<file path="config.mk">
export PLATFORM = sky130hd
export DESIGN_NAME = infix_expression_evaluator_unit
export DESIGN_NICKNAME = d
export VERILOG_FILES = /design/src/rtl/iee_pkg.sv /design/src/rtl/iee_ctrl.sv /design/src/rtl/iee_datapath.sv /design/src/rtl/infix_expression_evaluator_unit.sv
export SDC_FILE = /design/constraint.sdc
export NUM_CORES = 1
export LEC_CHECK = 0
export CORE_MARGIN = 5
export CORE_UTILIZATION = 44
export DETAILED_ROUTE_END_ITERATION = 12
export DONT_BUFFER_PORTS = 1
export PLACE_DENSITY = 0.68
export SLEW_MARGIN = 20
export SYNTH_ARGS = -nofsm -noshare
export SYNTH_HDL_FRONTEND = slang
export SYNTH_SLANG_ARGS = --single-unit
</file>
<file path="constraint.sdc">
create_clock -name clk -period 5.13 [get_ports clk]
set_input_delay 0.2565 -clock clk [delete_from_list [all_inputs] [get_ports clk]]
set_output_delay 0.2565 -clock clk [all_outputs]
set_load 0.02 [all_outputs]
</file>
<file path="src/rtl/iee_pkg.sv">
package iee_pkg;

	localparam int DATA_WIDTH_DEF = 32;
	localparam int VALUE_W        = 32;

	localparam logic [7:0] CHAR_PLUS  = 8'h2B;
	localparam logic [7:0] CHAR_MINUS = 8'h2D;
	localparam logic [7:0] CHAR_STAR  = 8'h2A;
	localparam logic [7:0] CHAR_SLASH = 8'h2F;
	localparam logic [7:0] CHAR_SPACE = 8'h20;
	localparam logic [7:0] CHAR_ZERO  = 8'h30;
	localparam logic [7:0] CHAR_NINE  = 8'h39;

	typedef struct packed {
		logic [7:0] character;
		logic       end_of_text;
	} in_t;

	typedef struct packed {
		logic signed [VALUE_W-1:0] value;
		logic                      divide_error;
	} out_t;

	typedef struct packed {
		logic load;
		logic mul_step;
		logic div_step;
		logic div_fix;
		logic finish;
	} cmd_t;

	typedef struct packed {
		logic needs_mul;
		logic needs_div;
		logic last;
		logic iter_last;
	} status_t;

endpackage

</file>
<file path="src/rtl/iee_ctrl.sv">
module iee_ctrl (
	input  logic             clk,
	input  logic             arst_n,
	input  logic             char_valid,
	output logic             char_stall,
	output logic             result_valid,
	input  logic             result_stall,
	input  iee_pkg::status_t st,
	output iee_pkg::cmd_t    cmd
);

	typedef enum logic [4:0] {
		S_IDLE = 5'b00001,
		S_MUL  = 5'b00010,
		S_DIV  = 5'b00100,
		S_DFIX = 5'b01000,
		S_FIN  = 5'b10000
	} state_t;

	state_t state_q, state_d;
	logic   last_q;
	logic   out_valid_q;
	logic   accept;
	logic   out_free;

	assign accept       = char_valid && (state_q == S_IDLE);
	assign out_free     = !out_valid_q || !result_stall;
	assign char_stall   = (state_q != S_IDLE);
	assign result_valid = out_valid_q;

	always_comb begin
		state_d      = state_q;
		cmd          = '0;
		cmd.load     = accept;
		cmd.mul_step = (state_q == S_MUL);
		cmd.div_step = (state_q == S_DIV);
		cmd.div_fix  = (state_q == S_DFIX);
		cmd.finish   = (state_q == S_FIN) && out_free;
		case (state_q)
			S_IDLE: begin
				if (accept) begin
					if (st.needs_mul)
						state_d = S_MUL;
					else if (st.needs_div)
						state_d = S_DIV;
					else if (st.last)
						state_d = S_FIN;
				end
			end
			S_MUL: begin
				if (st.iter_last)
					state_d = last_q ? S_FIN : S_IDLE;
			end
			S_DIV: begin
				if (st.iter_last)
					state_d = S_DFIX;
			end
			S_DFIX: begin
				state_d = last_q ? S_FIN : S_IDLE;
			end
			S_FIN: begin
				if (out_free)
					state_d = S_IDLE;
			end
			default: begin
				state_d = S_IDLE;
			end
		endcase
	end

	always_ff @(posedge clk or negedge arst_n) begin
		if (!arst_n) begin
			state_q     <= S_IDLE;
			last_q      <= 1'b0;
			out_valid_q <= 1'b0;
		end else begin
			state_q <= state_d;
			if (accept)
				last_q <= st.last;
			if (cmd.finish)
				out_valid_q <= 1'b1;
			else if (!result_stall)
				out_valid_q <= 1'b0;
		end
	end

endmodule

</file>
<file path="src/rtl/iee_datapath.sv">
module iee_datapath #(
	parameter int DATA_WIDTH = iee_pkg::DATA_WIDTH_DEF
) (
	input  logic             clk,
	input  logic             arst_n,
	input  iee_pkg::in_t     char_data,
	input  iee_pkg::cmd_t    cmd,
	output iee_pkg::status_t st,
	output iee_pkg::out_t    result_data
);

	localparam int CNT_W = $clog2(DATA_WIDTH);

	logic [DATA_WIDTH-1:0] sum_q;
	logic [DATA_WIDTH-1:0] term_q;
	logic                  have_q;
	logic [DATA_WIDTH-1:0] num_q;
	logic [7:0]            op_q;
	logic                  err_q;

	logic [DATA_WIDTH-1:0] acc_q;
	logic [DATA_WIDTH-1:0] opa_q;
	logic [DATA_WIDTH-1:0] opb_q;
	logic                  neg_q;
	logic [CNT_W-1:0]      cnt_q;
	iee_pkg::out_t         result_q;

	logic                  is_digit;
	logic                  close;
	logic [DATA_WIDTH-1:0] digit_val;
	logic [DATA_WIDTH-1:0] num_next;
	logic [DATA_WIDTH-1:0] prev;
	logic [DATA_WIDTH-1:0] mag_a;
	logic [DATA_WIDTH-1:0] mag_b;
	logic [DATA_WIDTH-1:0] mul_sum;
	logic [DATA_WIDTH:0]   div_shift;
	logic [DATA_WIDTH:0]   div_diff;
	logic [DATA_WIDTH-1:0] total;

	assign is_digit  = (char_data.character >= iee_pkg::CHAR_ZERO)
		&& (char_data.character <= iee_pkg::CHAR_NINE);
	assign close     = (!is_digit && (char_data.character != iee_pkg::CHAR_SPACE))
		|| char_data.end_of_text;
	assign digit_val = DATA_WIDTH'(char_data.character[3:0]);
	assign num_next  = is_digit ? ((num_q << 3) + (num_q << 1) + digit_val) : num_q;
	assign prev      = have_q ? term_q : '0;
	assign mag_a     = prev[DATA_WIDTH-1] ? (~prev + 1'b1) : prev;
	assign mag_b     = num_next[DATA_WIDTH-1] ? (~num_next + 1'b1) : num_next;
	assign mul_sum   = acc_q + (opb_q[0] ? opa_q : '0);
	assign div_shift = {acc_q, opb_q[DATA_WIDTH-1]};
	assign div_diff  = div_shift - {1'b0, opa_q};
	assign total     = sum_q + prev;

	assign st.needs_mul = close && (op_q == iee_pkg::CHAR_STAR);
	assign st.needs_div = close && (op_q == iee_pkg::CHAR_SLASH) && (num_next != '0);
	assign st.last      = char_data.end_of_text;
	assign st.iter_last = (cnt_q == '0);
	assign result_data  = result_q;

	always_ff @(posedge clk or negedge arst_n) begin
		if (!arst_n) begin
			sum_q  <= '0;
			term_q <= '0;
			have_q <= 1'b0;
			num_q  <= '0;
			op_q   <= iee_pkg::CHAR_PLUS;
			err_q  <= 1'b0;
		end else if (cmd.finish) begin
			sum_q  <= '0;
			term_q <= '0;
			have_q <= 1'b0;
			num_q  <= '0;
			op_q   <= iee_pkg::CHAR_PLUS;
			err_q  <= 1'b0;
		end else if (cmd.load) begin
			if (close) begin
				case (op_q)
					iee_pkg::CHAR_PLUS: begin
						if (have_q)
							sum_q <= sum_q + term_q;
						term_q <= num_next;
						have_q <= 1'b1;
					end
					iee_pkg::CHAR_MINUS: begin
						if (have_q)
							sum_q <= sum_q + term_q;
						term_q <= ~num_next + 1'b1;
						have_q <= 1'b1;
					end
					iee_pkg::CHAR_SLASH: begin
						if (num_next == '0) begin
							err_q  <= 1'b1;
							term_q <= prev;
							have_q <= 1'b1;
						end
					end
					default: begin
					end
				endcase
				op_q  <= char_data.character;
				num_q <= '0;
			end else begin
				num_q <= num_next;
			end
		end else if (cmd.mul_step) begin
			if (cnt_q == '0) begin
				term_q <= mul_sum;
				have_q <= 1'b1;
			end
		end else if (cmd.div_fix) begin
			term_q <= neg_q ? (~opb_q + 1'b1) : opb_q;
			have_q <= 1'b1;
		end
	end

	always_ff @(posedge clk) begin
		if (cmd.load) begin
			acc_q <= '0;
			cnt_q <= CNT_W'(DATA_WIDTH - 1);
			if (op_q == iee_pkg::CHAR_SLASH) begin
				opa_q <= mag_b;
				opb_q <= mag_a;
				neg_q <= prev[DATA_WIDTH-1] ^ num_next[DATA_WIDTH-1];
			end else begin
				opa_q <= prev;
				opb_q <= num_next;
				neg_q <= 1'b0;
			end
		end else if (cmd.mul_step) begin
			acc_q <= mul_sum;
			opa_q <= opa_q << 1;
			opb_q <= opb_q >> 1;
			cnt_q <= cnt_q - 1'b1;
		end else if (cmd.div_step) begin
			if (!div_diff[DATA_WIDTH]) begin
				acc_q <= div_diff[DATA_WIDTH-1:0];
				opb_q <= {opb_q[DATA_WIDTH-2:0], 1'b1};
			end else begin
				acc_q <= div_shift[DATA_WIDTH-1:0];
				opb_q <= {opb_q[DATA_WIDTH-2:0], 1'b0};
			end
			cnt_q <= cnt_q - 1'b1;
		end
		if (cmd.finish) begin
			result_q.value        <= iee_pkg::VALUE_W'(total);
			result_q.divide_error <= err_q;
		end
	end

endmodule

</file>
<file path="src/rtl/infix_expression_evaluator_unit.sv">
// channel | signals                                 | moves
// input   | char_valid, char_stall, char_data       | one character per transaction
// output  | result_valid, result_stall, result_data | one result per expression
//
// Digit, space, + and - leave the input ready for the next character; closing a
// number after * or after / by a nonzero divisor runs one bit per cycle in the
// shared shift-add / restoring-divide unit; the final character adds a finish step.
// Reset clears the running sum, term, number, operator and error flag at once.
// A waiting result holds under result_stall; the next expression proceeds
// until its own final character needs the output register.
module infix_expression_evaluator_unit #(
	parameter int DATA_WIDTH = iee_pkg::DATA_WIDTH_DEF
) (
	input  logic          clk,
	input  logic          arst_n,
	input  logic          char_valid,
	output logic          char_stall,
	input  iee_pkg::in_t  char_data,
	output logic          result_valid,
	input  logic          result_stall,
	output iee_pkg::out_t result_data
);

	iee_pkg::cmd_t    cmd;
	iee_pkg::status_t st;

	iee_ctrl u_ctrl (
		.clk          (clk),
		.arst_n       (arst_n),
		.char_valid   (char_valid),
		.char_stall   (char_stall),
		.result_valid (result_valid),
		.result_stall (result_stall),
		.st           (st),
		.cmd          (cmd)
	);

	iee_datapath #(
		.DATA_WIDTH (DATA_WIDTH)
	) u_datapath (
		.clk         (clk),
		.arst_n      (arst_n),
		.char_data   (char_data),
		.cmd         (cmd),
		.st          (st),
		.result_data (result_data)
	);

endmodule

</file>
==> results.py <==
metrics = {
    "timing": {
        "skew_ps": 14.3,
        "fin_ws_ps": 113,
        "setup_viol": 0,
        "fmax_mhz": 199,
        "hold_ws_ps": 68.0,
        "slew_violations": 0,
        "layout_min_cycle_time_ps": 5020,
        "final_hold_viol_count": 0,
        "slew_headroom": 0.209,
        "tightest_slew_ps": 1170,
        "period_share": 0.978,
    },
    "cts": {
        "tritoncts": "built",
        "cts_max_level": 1,
        "numClockSinks": 248,
        "cts_root_buf": "clkbuf_16",
        "cts_buffers": 30,
        "clk_pin_slew_worst_paths_ps": 60,
        "ctsLongestPathBuffers": 3,
        "insertion_delay_ps": 590,
    },
    "power_and_ir_drop": {
        "power.leakage_nw": 11.1,
        "power.density_nw_per_um2": 491,
        "peakVddDrop_mv": 0.365,
    },
    "floorplanning": {
        "die_h_um": 241,
        "core_um2": 52800,
        "die_x_um": 241,
        "initial_utilization": 0.445,
        "fp-row-count": 84,
        "pin_count": 48,
        "die-area_um2": 58100,
    },
    "placed_design": {
        "port_buffers": 0,
        "placed_cell_area_um2": 24300,
        "hpwl_um": 58400,
        "routabilityCongestion": 1.01,
        "post-place-ws_ps": 128,
    },
    "synthesis": {
        "ys_ff_latch": 248,
        "synth_top_flop_cell": "dfrtp_1",
        "syn_inst": 2957,
        "yosysSeqAreaShare": 0.278,
        "synth_cell_types": 111,
        "synth.avg_cell_area_um2": 7.94,
        "synth_area_leader_cell": "edfxtp_1",
        "syn_nets": 3164,
        "synth_edf_count": 98,
        "synth.top_cell.area_share": 0.125,
        "async_reset_ff_frac": 0.456,
        "ys_top_cells_by_area": "edfxtp_1 13%, dfrtp_1 12%, ha_1 10%",
        "syn_area_um2": 23500,
        "yosysWarnings": 0,
    },
    "cells_and_area": {
        "fin_nets": 3121,
        "final_cell_mix": "318 x nand2_1, 268 x nor2_1, 247 x a21oi_1, 230 x o21ai_0, 188 x ha_1",
        "final_layout_size_suffix_gt1_frac": 0.0790,
        "post-route-cell-area_um2": 25600,
        "final_common_cell": "nand2_1",
        "final_util": 0.485,
        "area_growth_pct": 9.02,
    },
    "routing": {
        "wl_per_cell_um": 21.5,
        "vias": 23045,
        "first_pass_iters": 6,
        "drtIter0Drc": 2281,
        "drc": 0,
        "drt.antenna.violating_nets": 0,
        "avgViaCountPerCell": 6.35,
        "routed_wl_um": 78000,
    },
    "critical_path": {
        "start_kind": "flop",
        "path_class": "reg2reg",
        "critPathMaxFanout": 32,
        "crit_family": "simple AND/OR/NAND/NOR gates",
        "slowest_stage": "or4_4",
        "required_ps": 5600,
        "path_cells": "fa_1 -> inv_1 -> fa_2 -> and2b_2 -> o221ai_2 -> a21oi_2 -> a2bb2oi_1 -> and4_1 -> or3_1 -> or4_4 -> nor4_2 -> nand4_1 -> a41oi_4 -> buf_12 -> mux2_2",
        "cp-end-kind": "flop",
        "crit_arrival_ps": 5490,
        "max_stage_delay_ps": 620,
        "cp.buffers_inverters": 2,
    },
    "hold_path": {
        "hold_class": "in2reg",
    },
    "grt": {
        "grt_use_total": 0.259,
        "antenna_found_initial": 1,
        "grt_max_degree": 114,
        "grt_pass1_wl_um": 122000,
        "grt_overflow": 0,
        "grt_pass1_vias": 21860,
    },
    "outcome": {
        "status": "finished, final reports clean",
    },
    "run": {
        "maxCapViolCount": 0,
    },
}
## sequential cells by signal, indices dropped and copies added (netlist names), 5 cells and up
signal,cells
u_ctrl.state_q,5
u_datapath.acc_q,32
u_datapath.cnt_q,5
u_datapath.num_q,32
u_datapath.op_q,8
u_datapath.opa_q,32
u_datapath.opb_q,32
u_datapath.result_data,33
u_datapath.sum_q,32
u_datapath.term_q,32
## cells in the mapped netlist, types with 12 or more instances
master,number
or2_2,14
o31ai_1,29
o41ai_1,14
or3_1,41
nor2_1,272
a211oi_1,50
a21oi_1,248
inv_1,111
nand2b_1,34
and3_1,26
o21a_1,36
mux2_2,21
nor3_1,74
nand4_1,21
a21o_1,54
edfxtp_1,98
a22oi_1,12
o21bai_1,13
buf_2,23
a21boi_0,15
or4_1,17
ha_1,188
xor2_1,93
nor2b_1,23
a22o_1,14
dfxtp_1,37
o21ai_0,230
mux2i_1,32
a221oi_1,29
o211ai_1,26
dfrtp_1,108
o21ai_1,14
nand3_1,91
nor4_1,12
a31oi_1,58
buf_1,15
o22ai_1,30
xnor2_1,91
nand2_1,320
and2_1,31
clkbuf_1,112
## layer usage
metal | GRT usage | part of all wire
met5 | 0 | 0.00021
met4 | 0.0937 | 0.039
met3 | 0.0408 | 0.087
met2 | 0.412 | 0.45
met1 | 0.359 | 0.43
## report_power, final
part           total [mW]  internal, mW  switching (mW)  leakage [nW]
registers            3.61          2.88           0.731          2.67
logic                6.57          2.47            4.09          7.93
clock network        2.40          1.47           0.931         0.544
total                12.6          6.82            5.76          11.1
## tightest hold or removal path: stages
cell	delay [ps]
nor2_1	90
o22ai_1	110
and2_1	170
## final timing paths
kind	start	to	slack (ps)	cells after the start
setup / recovery	u_datapath.num_q[0]	u_datapath.term_q[6]	110	15
hold / removal	char_data[0]	u_ctrl.state_q[3]	70	3
setup reg to reg	u_datapath.num_q[0]	u_datapath.term_q[6]	110	15
hold reg to reg	u_datapath.err_q	u_datapath.result_data[0]	470	0
max in group asynchronous	arst_n	u_datapath.num_q[2]	4250	2
min in group asynchronous	arst_n	u_datapath.sum_q[26]	260	2
## cell type report
class / instances / area [um2]
Inverter: 115 / 432
Antenna cell: 1 / 2.50
Clock buffer: 38 / 852
Multi-Input combinational cell: 2434 / 15900
Tap cell: 688 / 861
Timing Repair Buffer: 85 / 748
Fill cell: 5121 / 27200
Clock inverter: 18 / 244
Sequential cell: 248 / 6520
## kinds of logic (layout without fill, tap and decap cells)
logic type | count (synthesis) | in the layout | share of synthesized area
compound gates | 972 | 972 | 0.267
xor+xnor | 184 | 184 | 0.0686
other cells | 0 | 1 | 0
flops | 248 | 248 | 0.278
simple gates | 1030 | 1030 | 0.210
fa+ha+maj | 194 | 194 | 0.105
buf+inv | 275 | 256 | 0.0473
mux | 54 | 54 | 0.0243
## per-stage QoR
| step | std cells | TNS (ps) | power [mW] |
|---|---|---|---|
| after floorplan | 2957 | 0 | 8.22 |
| after global placement | 3556 | 0 | 9.81 |
| after CTS | 3624 | 0 | 12.5 |
| final | 3627 | 0 | 12.6 |
| after detailed placement | 3556 | 0 | 10.0 |
| after global routing | 3626 | -32.6 | 13.4 |
## what timing repair did
item                       CTS  global route
hold endpoints to repair   125             0
setup endpoints to repair    0            43
gates resized for setup      0            13
hold buffers                12             0
buffers inserted             0             2
Note: power is estimated with default switching activity, not from simulation.
